`config.mk`:
```
export PLATFORM = sky130hd
export DESIGN_NAME = ring_route_nearest_endpoint_table_flat
export DESIGN_NICKNAME = d
export VERILOG_FILES = /design/src/sv/rrnet_pkg.sv /design/src/sv/rrnet_if.sv /design/src/sv/ring_route_nearest_endpoint_table.sv /design/src/sv/rrnet_ctrl.sv /design/src/sv/rrnet_dp.sv /design/src/flat_wrapper.sv
export SDC_FILE = /design/constraint.sdc
export NUM_CORES = 2
export LEC_CHECK = 0
export BUFFER_PORTS_ARGS = -buffer_cell sky130_fd_sc_hd__buf_2
export CORE_ASPECT_RATIO = 1.25
export CORE_MARGIN = 1.5
export CORE_UTILIZATION = 23
export DETAILED_ROUTE_END_ITERATION = 10
export PLACE_DENSITY_LB_ADDON = 0.3
export REMOVE_ABC_BUFFERS = 1
export SLEW_MARGIN = 5
export SYNTH_ARGS = -nofsm -noshare
export SYNTH_HDL_FRONTEND = slang
export SYNTH_HIERARCHICAL = 1
export SYNTH_SLANG_ARGS = --single-unit
```
`constraint.sdc`:
```
create_clock -name clk_i -period 15.4 [get_ports clk_i]
set_input_delay 4.62 -clock clk_i [delete_from_list [all_inputs] [get_ports clk_i]]
set_output_delay 4.62 -clock clk_i [all_outputs]
set_load 0.01 [all_outputs]
```
`src/sv/rrnet_pkg.sv`:
```
`default_nettype none
// ----------------------------------------------------------------------------
// Ring route nearest-endpoint table package
// Shared widths, codes, the stored path entry and the control bundles that
// run between the controller and the datapath.
// ----------------------------------------------------------------------------
package rrnet_pkg;

  localparam int unsigned TableDepthDef = 16;
  localparam int unsigned AddrW         = 31;
  localparam int unsigned KindW         = 2;
  localparam int unsigned CountW        = 5;
  localparam int unsigned GapW          = AddrW + 1;

  typedef enum logic [KindW-1:0] {
    KIND_APPEND = 2'd0,
    KIND_CLEAR  = 2'd1,
    KIND_LOOKUP = 2'd2,
    KIND_NONE   = 2'd3
  } kind_e;

  typedef enum logic [1:0] {
    ST_IDLE,
    ST_SCAN,
    ST_DRAIN,
    ST_DONE
  } state_e;

  // One stored path. The path id is never read back, so it is not kept.
  typedef struct packed {
    logic [AddrW-1:0] end_a;
    logic [AddrW-1:0] end_b;
    logic [AddrW-1:0] hop_a;
    logic [AddrW-1:0] hop_b;
  } entry_t;

  typedef struct packed {
    logic start_item;
    logic append;
    logic flag_overflow;
    logic clear;
    logic scan_start;
    logic scan_issue;
    logic load_out;
  } dp_cmd_t;

  typedef struct packed {
    logic count_zero;
    logic full;
    logic last_issue;
    logic exact_hit;
    logic pipe_busy;
  } dp_status_t;

endpackage : rrnet_pkg
`default_nettype wire

```
`src/sv/rrnet_if.sv`:
```
`default_nettype none
// ----------------------------------------------------------------------------
// Ring route nearest-endpoint table channels
// Request channel (append, clear, lookup) and response channel, each with a
// valid/ready handshake and its payload.
// ----------------------------------------------------------------------------
interface rrnet_req_if
  import rrnet_pkg::*;
();
  logic             valid;
  logic             ready;
  logic [KindW-1:0] kind;
  logic [AddrW-1:0] dest;
  logic [AddrW-1:0] end_a;
  logic [AddrW-1:0] end_b;
  logic [AddrW-1:0] hop_a;
  logic [AddrW-1:0] hop_b;
  logic [AddrW-1:0] path_id;

  modport source (
    output valid, kind, dest, end_a, end_b, hop_a, hop_b, path_id,
    input  ready
  );
  modport sink (
    input  valid, kind, dest, end_a, end_b, hop_a, hop_b, path_id,
    output ready
  );
endinterface : rrnet_req_if

interface rrnet_rsp_if
  import rrnet_pkg::*;
();
  logic              valid;
  logic              ready;
  logic [AddrW-1:0]  next_hop;
  logic              found;
  logic              overflow;
  logic [CountW-1:0] entry_count;

  modport source (
    output valid, next_hop, found, overflow, entry_count,
    input  ready
  );
  modport sink (
    input  valid, next_hop, found, overflow, entry_count,
    output ready
  );
endinterface : rrnet_rsp_if
`default_nettype wire

```
`src/sv/ring_route_nearest_endpoint_table.sv`:
```
`default_nettype none
// ----------------------------------------------------------------------------
// Ring route nearest-endpoint table
// Path table with append, clear and nearest-endpoint lookup of a next hop.
// ----------------------------------------------------------------------------
//   Port    Dir  Moves per transaction
//   req_i   in   kind, dest, end_a, end_b, hop_a, hop_b, path_id
//   rsp_o   out  next_hop, found, overflow, entry_count
//
// Append, clear and unused kinds, and a lookup of an empty table, go from
// acceptance straight to the done state. Other lookups read the single-port
// table one entry per cycle through a three-stage pipeline until the last
// entry or an exact endpoint match, then drain it. The done state waits for
// a free response register, loads it and returns to idle for the next request.
// Reset empties the table by clearing the entry count; no clearing pass.
// The response sits in its own register, so a new request is accepted while
// an earlier response waits on rsp_o.ready.
// ----------------------------------------------------------------------------
module ring_route_nearest_endpoint_table
  import rrnet_pkg::*;
#(
  parameter int unsigned TABLE_DEPTH = TableDepthDef
) (
  input  wire logic clk_i,
  input  wire logic rst_ni,
  rrnet_req_if.sink   req_i,
  rrnet_rsp_if.source rsp_o
);

  dp_cmd_t    cmd;
  dp_status_t status;

  rrnet_ctrl u_ctrl (
    .clk_i       (clk_i),
    .rst_ni      (rst_ni),
    .req_valid_i (req_i.valid),
    .req_kind_i  (req_i.kind),
    .req_ready_o (req_i.ready),
    .rsp_valid_o (rsp_o.valid),
    .rsp_ready_i (rsp_o.ready),
    .status_i    (status),
    .cmd_o       (cmd)
  );

  rrnet_dp #(
    .TABLE_DEPTH (TABLE_DEPTH)
  ) u_dp (
    .clk_i         (clk_i),
    .rst_ni        (rst_ni),
    .cmd_i         (cmd),
    .status_o      (status),
    .dest_i        (req_i.dest),
    .end_a_i       (req_i.end_a),
    .end_b_i       (req_i.end_b),
    .hop_a_i       (req_i.hop_a),
    .hop_b_i       (req_i.hop_b),
    .next_hop_o    (rsp_o.next_hop),
    .found_o       (rsp_o.found),
    .overflow_o    (rsp_o.overflow),
    .entry_count_o (rsp_o.entry_count)
  );

endmodule : ring_route_nearest_endpoint_table
`default_nettype wire

```
`src/sv/rrnet_ctrl.sv`:
```
`default_nettype none
// ----------------------------------------------------------------------------
// Ring route nearest-endpoint table controller
// Sequences one request at a time: decodes the kind, runs the table scan for
// a lookup and hands the result to the response register.
// ----------------------------------------------------------------------------
module rrnet_ctrl
  import rrnet_pkg::*;
(
  input  wire logic             clk_i,
  input  wire logic             rst_ni,
  input  wire logic             req_valid_i,
  input  wire logic [KindW-1:0] req_kind_i,
  output      logic             req_ready_o,
  output      logic             rsp_valid_o,
  input  wire logic             rsp_ready_i,
  input  wire dp_status_t       status_i,
  output      dp_cmd_t          cmd_o
);

  state_e state_q, state_d;
  logic   rsp_valid_q, rsp_valid_d;
  logic   req_fire;
  logic   slot_free;
  kind_e  kind;

  assign kind        = kind_e'(req_kind_i);
  assign req_ready_o = (state_q == ST_IDLE);
  assign req_fire    = req_valid_i && req_ready_o;
  assign slot_free   = !rsp_valid_q || rsp_ready_i;
  assign rsp_valid_o = rsp_valid_q;

  always_comb begin
    state_d = state_q;
    case (state_q)
      ST_IDLE: begin
        if (req_fire) begin
          if (kind == KIND_LOOKUP && !status_i.count_zero) begin
            state_d = ST_SCAN;
          end else begin
            state_d = ST_DONE;
          end
        end
      end
      ST_SCAN: begin
        if (status_i.exact_hit || status_i.last_issue) begin
          state_d = ST_DRAIN;
        end
      end
      ST_DRAIN: begin
        if (!status_i.pipe_busy) begin
          state_d = ST_DONE;
        end
      end
      ST_DONE: begin
        if (slot_free) begin
          state_d = ST_IDLE;
        end
      end
      default: state_d = ST_IDLE;
    endcase
  end

  always_comb begin
    cmd_o       = '0;
    rsp_valid_d = rsp_valid_q && !rsp_ready_i;
    case (state_q)
      ST_IDLE: begin
        if (req_fire) begin
          cmd_o.start_item = 1'b1;
          case (kind)
            KIND_APPEND: begin
              cmd_o.append        = !status_i.full;
              cmd_o.flag_overflow = status_i.full;
            end
            KIND_CLEAR:  cmd_o.clear      = 1'b1;
            KIND_LOOKUP: cmd_o.scan_start = !status_i.count_zero;
            default: ;
          endcase
        end
      end
      ST_SCAN: begin
        cmd_o.scan_issue = !status_i.exact_hit;
      end
      ST_DRAIN: ;
      ST_DONE: begin
        if (slot_free) begin
          cmd_o.load_out = 1'b1;
          rsp_valid_d    = 1'b1;
        end
      end
      default: ;
    endcase
  end

  always_ff @(posedge clk_i or negedge rst_ni) begin
    if (!rst_ni) begin
      state_q     <= ST_IDLE;
      rsp_valid_q <= 1'b0;
    end else begin
      state_q     <= state_d;
      rsp_valid_q <= rsp_valid_d;
    end
  end

endmodule : rrnet_ctrl
`default_nettype wire

```
`src/sv/rrnet_dp.sv`:
```
`default_nettype none
// ----------------------------------------------------------------------------
// Ring route nearest-endpoint table datapath
// Path table memory, entry count, the three-stage scan pipeline (read, gap,
// best update) and the response register.
// ----------------------------------------------------------------------------
module rrnet_dp
  import rrnet_pkg::*;
#(
  parameter int unsigned TABLE_DEPTH = TableDepthDef
) (
  input  wire logic              clk_i,
  input  wire logic              rst_ni,
  input  wire dp_cmd_t           cmd_i,
  output      dp_status_t        status_o,
  input  wire logic [AddrW-1:0]  dest_i,
  input  wire logic [AddrW-1:0]  end_a_i,
  input  wire logic [AddrW-1:0]  end_b_i,
  input  wire logic [AddrW-1:0]  hop_a_i,
  input  wire logic [AddrW-1:0]  hop_b_i,
  output      logic [AddrW-1:0]  next_hop_o,
  output      logic              found_o,
  output      logic              overflow_o,
  output      logic [CountW-1:0] entry_count_o
);

  localparam int unsigned IdxW = (TABLE_DEPTH > 1) ? $clog2(TABLE_DEPTH) : 1;
  localparam int unsigned CntW = $clog2(TABLE_DEPTH + 1);

  entry_t           mem_q [TABLE_DEPTH];
  entry_t           rd_q;
  logic [CntW-1:0]  count_q;
  logic [IdxW-1:0]  rd_idx_q;
  logic [AddrW-1:0] dest_q;

  // Pipeline control bits.
  logic v1_q, v2_q, exact_q;

  // Gap stage registers.
  logic [AddrW-1:0] ga_q, gb_q, hop_a_q, hop_b_q;
  logic             eq_q;

  // Running best.
  logic [GapW-1:0]  best_gap_q;
  logic [AddrW-1:0] res_hop_q;
  logic             res_found_q, res_overflow_q;

  logic [AddrW-1:0] ga, gb, sel_hop;
  logic [GapW-1:0]  ga_ext, gb_ext, mid_gap;
  logic             ga_ok, gb_ok;

  always_ff @(posedge clk_i) begin
    if (cmd_i.append) begin
      mem_q[count_q[IdxW-1:0]] <= '{end_a: end_a_i, end_b: end_b_i,
                                    hop_a: hop_a_i, hop_b: hop_b_i};
    end
    if (cmd_i.scan_issue) begin
      rd_q <= mem_q[rd_idx_q];
    end
  end

  always_ff @(posedge clk_i or negedge rst_ni) begin
    if (!rst_ni) begin
      count_q <= '0;
      v1_q    <= 1'b0;
      v2_q    <= 1'b0;
      exact_q <= 1'b0;
    end else begin
      if (cmd_i.append) begin
        count_q <= count_q + CntW'(1);
      end else if (cmd_i.clear) begin
        count_q <= '0;
      end
      v1_q <= cmd_i.scan_issue;
      v2_q <= v1_q;
      if (cmd_i.scan_start) begin
        exact_q <= 1'b0;
      end else if (v2_q && eq_q) begin
        exact_q <= 1'b1;
      end
    end
  end

  always_ff @(posedge clk_i) begin
    if (cmd_i.start_item) begin
      dest_q <= dest_i;
    end
    if (cmd_i.scan_start) begin
      rd_idx_q <= '0;
    end else if (cmd_i.scan_issue) begin
      rd_idx_q <= rd_idx_q + IdxW'(1);
    end
  end

  // Gap stage: absolute endpoint distances and exact match.
  assign ga = (rd_q.end_a >= dest_q) ? (rd_q.end_a - dest_q) : (dest_q - rd_q.end_a);
  assign gb = (rd_q.end_b >= dest_q) ? (rd_q.end_b - dest_q) : (dest_q - rd_q.end_b);

  always_ff @(posedge clk_i) begin
    ga_q    <= ga;
    gb_q    <= gb;
    eq_q    <= (rd_q.end_a == dest_q) || (rd_q.end_b == dest_q);
    hop_a_q <= rd_q.hop_a;
    hop_b_q <= rd_q.hop_b;
  end

  // Update stage. A is examined before B, and ties go to the later candidate.
  assign ga_ext  = {1'b0, ga_q};
  assign gb_ext  = {1'b0, gb_q};
  assign ga_ok   = ga_ext <= best_gap_q;
  assign mid_gap = ga_ok ? ga_ext : best_gap_q;
  assign gb_ok   = gb_ext <= mid_gap;
  assign sel_hop = (ga_q < gb_q) ? hop_a_q : hop_b_q;

  always_ff @(posedge clk_i) begin
    if (cmd_i.start_item) begin
      res_hop_q      <= '0;
      res_found_q    <= cmd_i.scan_start;
      res_overflow_q <= cmd_i.flag_overflow;
      best_gap_q     <= '1;
    end else if (v2_q && !exact_q) begin
      if (eq_q) begin
        res_hop_q <= sel_hop;
      end else if (ga_ok || gb_ok) begin
        res_hop_q  <= sel_hop;
        best_gap_q <= gb_ok ? gb_ext : ga_ext;
      end
    end
  end

  always_ff @(posedge clk_i) begin
    if (cmd_i.load_out) begin
      next_hop_o    <= res_hop_q;
      found_o       <= res_found_q;
      overflow_o    <= res_overflow_q;
      entry_count_o <= CountW'(count_q);
    end
  end

  assign status_o.count_zero = (count_q == '0);
  assign status_o.full       = (count_q == CntW'(TABLE_DEPTH));
  assign status_o.last_issue = (CntW'(rd_idx_q) + CntW'(1)) == count_q;
  assign status_o.exact_hit  = exact_q;
  assign status_o.pipe_busy  = v1_q || v2_q;

endmodule : rrnet_dp
`default_nettype wire
```
`src/flat_wrapper.sv`:
```
// flat-port wrapper written by rule: the top's interface ports become plain ports
module ring_route_nearest_endpoint_table_flat import rrnet_pkg::*;
#(
  parameter int unsigned TABLE_DEPTH = TableDepthDef
)
  (clk_i, rst_ni, req_i_valid, req_i_kind, req_i_dest, req_i_end_a, req_i_end_b, req_i_hop_a, req_i_hop_b, req_i_path_id, req_i_ready, rsp_o_valid, rsp_o_next_hop, rsp_o_found, rsp_o_overflow, rsp_o_entry_count, rsp_o_ready);
  rrnet_req_if req_i_i ();
  rrnet_rsp_if rsp_o_i ();
  input  wire logic clk_i;
  input  wire logic rst_ni;
  input wire logic [$bits(req_i_i.valid)-1:0] req_i_valid;
  input wire logic [$bits(req_i_i.kind)-1:0] req_i_kind;
  input wire logic [$bits(req_i_i.dest)-1:0] req_i_dest;
  input wire logic [$bits(req_i_i.end_a)-1:0] req_i_end_a;
  input wire logic [$bits(req_i_i.end_b)-1:0] req_i_end_b;
  input wire logic [$bits(req_i_i.hop_a)-1:0] req_i_hop_a;
  input wire logic [$bits(req_i_i.hop_b)-1:0] req_i_hop_b;
  input wire logic [$bits(req_i_i.path_id)-1:0] req_i_path_id;
  output wire logic [$bits(req_i_i.ready)-1:0] req_i_ready;
  output wire logic [$bits(rsp_o_i.valid)-1:0] rsp_o_valid;
  output wire logic [$bits(rsp_o_i.next_hop)-1:0] rsp_o_next_hop;
  output wire logic [$bits(rsp_o_i.found)-1:0] rsp_o_found;
  output wire logic [$bits(rsp_o_i.overflow)-1:0] rsp_o_overflow;
  output wire logic [$bits(rsp_o_i.entry_count)-1:0] rsp_o_entry_count;
  input wire logic [$bits(rsp_o_i.ready)-1:0] rsp_o_ready;
  assign req_i_i.valid = req_i_valid;
  assign req_i_i.kind = req_i_kind;
  assign req_i_i.dest = req_i_dest;
  assign req_i_i.end_a = req_i_end_a;
  assign req_i_i.end_b = req_i_end_b;
  assign req_i_i.hop_a = req_i_hop_a;
  assign req_i_i.hop_b = req_i_hop_b;
  assign req_i_i.path_id = req_i_path_id;
  assign req_i_ready = req_i_i.ready;
  assign rsp_o_valid = rsp_o_i.valid;
  assign rsp_o_next_hop = rsp_o_i.next_hop;
  assign rsp_o_found = rsp_o_i.found;
  assign rsp_o_overflow = rsp_o_i.overflow;
  assign rsp_o_entry_count = rsp_o_i.entry_count;
  assign rsp_o_i.ready = rsp_o_ready;
  ring_route_nearest_endpoint_table #(.TABLE_DEPTH(TABLE_DEPTH)) u_core (.clk_i(clk_i), .rst_ni(rst_ni), .req_i(req_i_i), .rsp_o(rsp_o_i));
endmodule
```
==> impl_results.md <==
- Area of the core: 0.413 sq mm
- Num ports: approximately 230
- Most used DFF post-synth: edfxtp_1
- Most Frequent Cell on Critical Path: buf_4
- Synth top area cells: edfxtp_1, mux4_2, dfxtp_1, ha_1, mux2i_1
- CTS Hold Bufs: 0
- Worst hold path class: reg -> reg
- Setup TNS: 0 ns
- Final max-slew violation count: 0
- DRC viols: 0
- Commonest non-fill, non-tap cell in the layout: edfxtp_1
- FFs w/ async S/R, synth: 0.462%
- Initial antenna violation count: 89
- Worst slew margin relative to its limit: 21.7%
- Worst Setup Start Kind: input pin
- Post-route ant nets: 0
- GRT Overall Usage: 12.5%
- Initial Util: ~23%
- Number of synthesized register bits: ~2,400
- Crit path capture type: flop
- First-pass GRT wire length: 376,000 um
- Post-synth EDFFs: around 2,200
- Layout cell share with drive strength beyond 1: 25.4%
- Critical Path, Cell by Cell: buf_2 > nand2_1 > nor4_2 > buf_4 > nand2_1 > nor2_4 > buf_4 > buf_4
- Global placer's final weighted congestion: 0.874
- Fmax: roughly 130 MHz
- Die W: 579 um
- CTS clock-pin slew for the worst setup and hold paths: 0.06 ns
- Synth top area share: 68.6%
- CP required: 15.84 ns
- HPWL after detailed placement: 153,000 um
- CTS Buf Count: between 200 and 300
- Design area: 0.112 sq mm
- Vias: 47,300
- Slew @ Worst Pin: 1.17 ns
- Synth warnings: 6
- Commonest cells after routing, fill and taps aside: edfxtp_1, mux4_2, clkbuf_16
- # port buffers: 200
- Root buffer cell: clkbuf_16
- Cells after Synth: approximately 4,800
- Setup Skew: between 0.07 and 0.08 ns
- First-pass detailed-route iteration total: 6
- RSZ-0062 raised after global routing: no
- DP Area: 0.103 sq mm
- Max-capacitance violation count: 0
- Setup Buffers After CTS: 0
- GRT overflow: 0
- Die Area: around 0.42 sq mm
- Number of global-route vias before repair: 50,200
- CP top delay family: buffers and inverters
- Initial DRC count: 3,604
- Area leader, netlist: edfxtp_1
- Clock latency at the later pin of the worst-skew pair: 0.89 ns
- Fin nets: 5,510
- Pwr/cell area: 180 mW/mm^2
- VDD IR max: around 130 uV
- H-tree depth: 5
- CTS max path bufs: 4
- Distinct cells, synth: 86
- Post-CTS sizing: 0
- CTS Sinks: 2,382
- Crit share post-route: 49.1%
- Crit-path slowest cell: buf_4
- Vias per cell: ~4.4
- Outcome: complete, no violations
- Worst Path Buf+Inv: 4
- CP Data Arrival Time: 8.00 ns
- Area growth syn-to-layout: 17.1%
- DIE HEIGHT: 723 um
- Row count: 264
- Peak fanout along the critical path: 37
- Synthesized area: 0.0954 sq mm
- Slowest cell delay on critical path: 0.82 ns
- # setup viols final: 0
- Tot Pwr: 0.0201 W
- CP Class: in -> reg
- Mapped Avg Cell Area: approximately 20 sq um
- Flop2flop setup slack: 8.49 ns
- Drt wl/cell: about 25 um
- Final Hold Viols: 0
- CTS tree: built
- Seq/Total Area, Yosys: 72.9%
- WL final: 265,000 um
- Tmin final: between 7 and 8 ns
- Largest net degree at the start of global routing: around 130
- Leakage Power: 36.2 nW
-- power by group --
part / internal, W / total, W / leakage (nW) / switching, W
combinational: 0.00265 / 0.00579 / 10.7 / 0.00314
sequential: 0.00762 / 0.00804 / 21.4 / 0.000416
clock: 0.00366 / 0.00625 / 4.16 / 0.00260
-- layer usage --
metal | vias up | routed length, um | track usage (%)
met2 | 1169 | 133000 | 21.7
met5 | - | 267 | 0
met3 | 474 | 12300 | 2.23
met1 | 25400 | 113000 | 16.0
li1 | 20300 | - | -
met4 | 44 | 6430 | 3.01
-- flip-flops by register name (all words and copies together), names as in the netlist --
signal,count
u_core/u_dp/rd_idx_q,4
u_core/u_ctrl/rsp_valid_o,1
u_core/u_dp/ga_q,31
u_core/u_dp/v1_q,1
u_core/u_dp/res_hop_q,31
u_core/u_dp/exact_q,1
u_core/u_dp/mem_q,1984
u_core/u_dp/hop_b_q,31
u_core/u_dp/rd_q,124
u_core/u_dp/hop_a_q,31
u_core/u_dp/v2_q,1
u_core/u_dp/overflow_o,1
u_core/u_dp/found_o,1
u_core/u_ctrl/state_q,2
u_core/u_dp/entry_count_o,5
u_core/u_dp/count_q,5
u_core/u_dp/eq_q,1
u_core/u_dp/res_overflow_q,1
u_core/u_dp/gb_q,31
u_core/u_dp/res_found_q,1
u_core/u_dp/next_hop_o,31
u_core/u_dp/dest_q,31
u_core/u_dp/best_gap_q,32
-- path summary, 6_finish.rpt --
check / start / to / cells after the start
worst max-delay path: req_i_valid / u_core/u_dp/mem_q[5][29] / 8
worst min-delay path: u_core/u_dp/rd_q[16] / u_core/u_dp/hop_b_q[16] / 0
worst max register to register: u_core/u_dp/best_gap_q[12] / u_core/u_dp/res_hop_q[9] / 23
worst min register to register: u_core/u_dp/rd_q[16] / u_core/u_dp/hop_b_q[16] / 0
max in group asynchronous: rst_ni / u_core/u_dp/count_q[4] / 1
min in group asynchronous: rst_ni / u_core/u_dp/v1_q / 1
-- cells by family after synthesis --
family | count (synthesis) | share of synthesized area, %
AO/OA/AOI/OAI | 586 | 4.11
flip-flops | 2382 | 72.9
AND/OR/NAND/NOR | 392 | 2.06
adder cells (fa/ha/maj) | 228 | 3.02
multiplexers | 711 | 15.6
buffers and inverters | 408 | 1.73
XOR/XNOR | 63 | 0.578
-- cells in the mapped netlist (31+ instances only) --
| library cell | count |
|---|---|
| o211ai_1 | 44 |
| a21o_1 | 70 |
| nand4_1 | 32 |
| clkbuf_1 | 119 |
| a211oi_1 | 49 |
| inv_1 | 175 |
| nand2_1 | 92 |
| o21ai_0 | 110 |
| mux4_2 | 620 |
| edfxtp_1 | 2179 |
| dfxtp_1 | 192 |
| a21oi_1 | 153 |
| ha_1 | 224 |
| a221o_1 | 31 |
| nor2_1 | 110 |
| buf_1 | 70 |
| mux2i_1 | 86 |
| xnor2_1 | 33 |
-- worst reg2reg max path, stage by stage, from the launching register on --
cell and delay, ns:
dfxtp_1 0.35, inv_1 0.05, ha_1 0.30, nand2_1 0.06
or2_1 0.24, or3_1 0.43, o221ai_1 0.48, a21oi_2 0.11
buf_4 0.29, nor2_4 0.52, buf_4 0.46, mux2i_1 0.25
ha_1 0.26, a21o_1 0.18, a21o_1 0.17, a21oi_1 0.20
nor2_1 0.08, a2111oi_2 0.49, a31oi_4 0.17, a31oi_4 0.21
buf_4 0.43, buf_4 0.68, nor2_1 0.12, a211oi_1 0.26
-- through the flow --
stage	cells	hold slack [ns]	setup slack, ns	utilization [%]
6_report	10800	0.270	7.84	27.0
5_1_grt	10800	0.282	7.68	27.0
2_1_floorplan	4537	0.323	-7.34	-
3_3_place_gp	10300	0.323	6.93	25.0
3_5_place_dp	10300	0.327	6.91	25.0
4_1_cts	10800	0.276	7.81	27.0
-- cell type report --
type | count | area [sq um]
Tap cell | 5453 | 6820
Sequential cell | 2382 | 69600
Inverter | 175 | 662
Timing Repair Buffer | 287 | 1750
Antenna cell | 15 | 37.5
Fill cell | 41000 | 301000
Clock inverter | 111 | 1140
Clock buffer | 366 | 7400
Multi-Input combinational cell | 1980 | 24400
No activity file was read; power rests on OpenSTA's default activity.
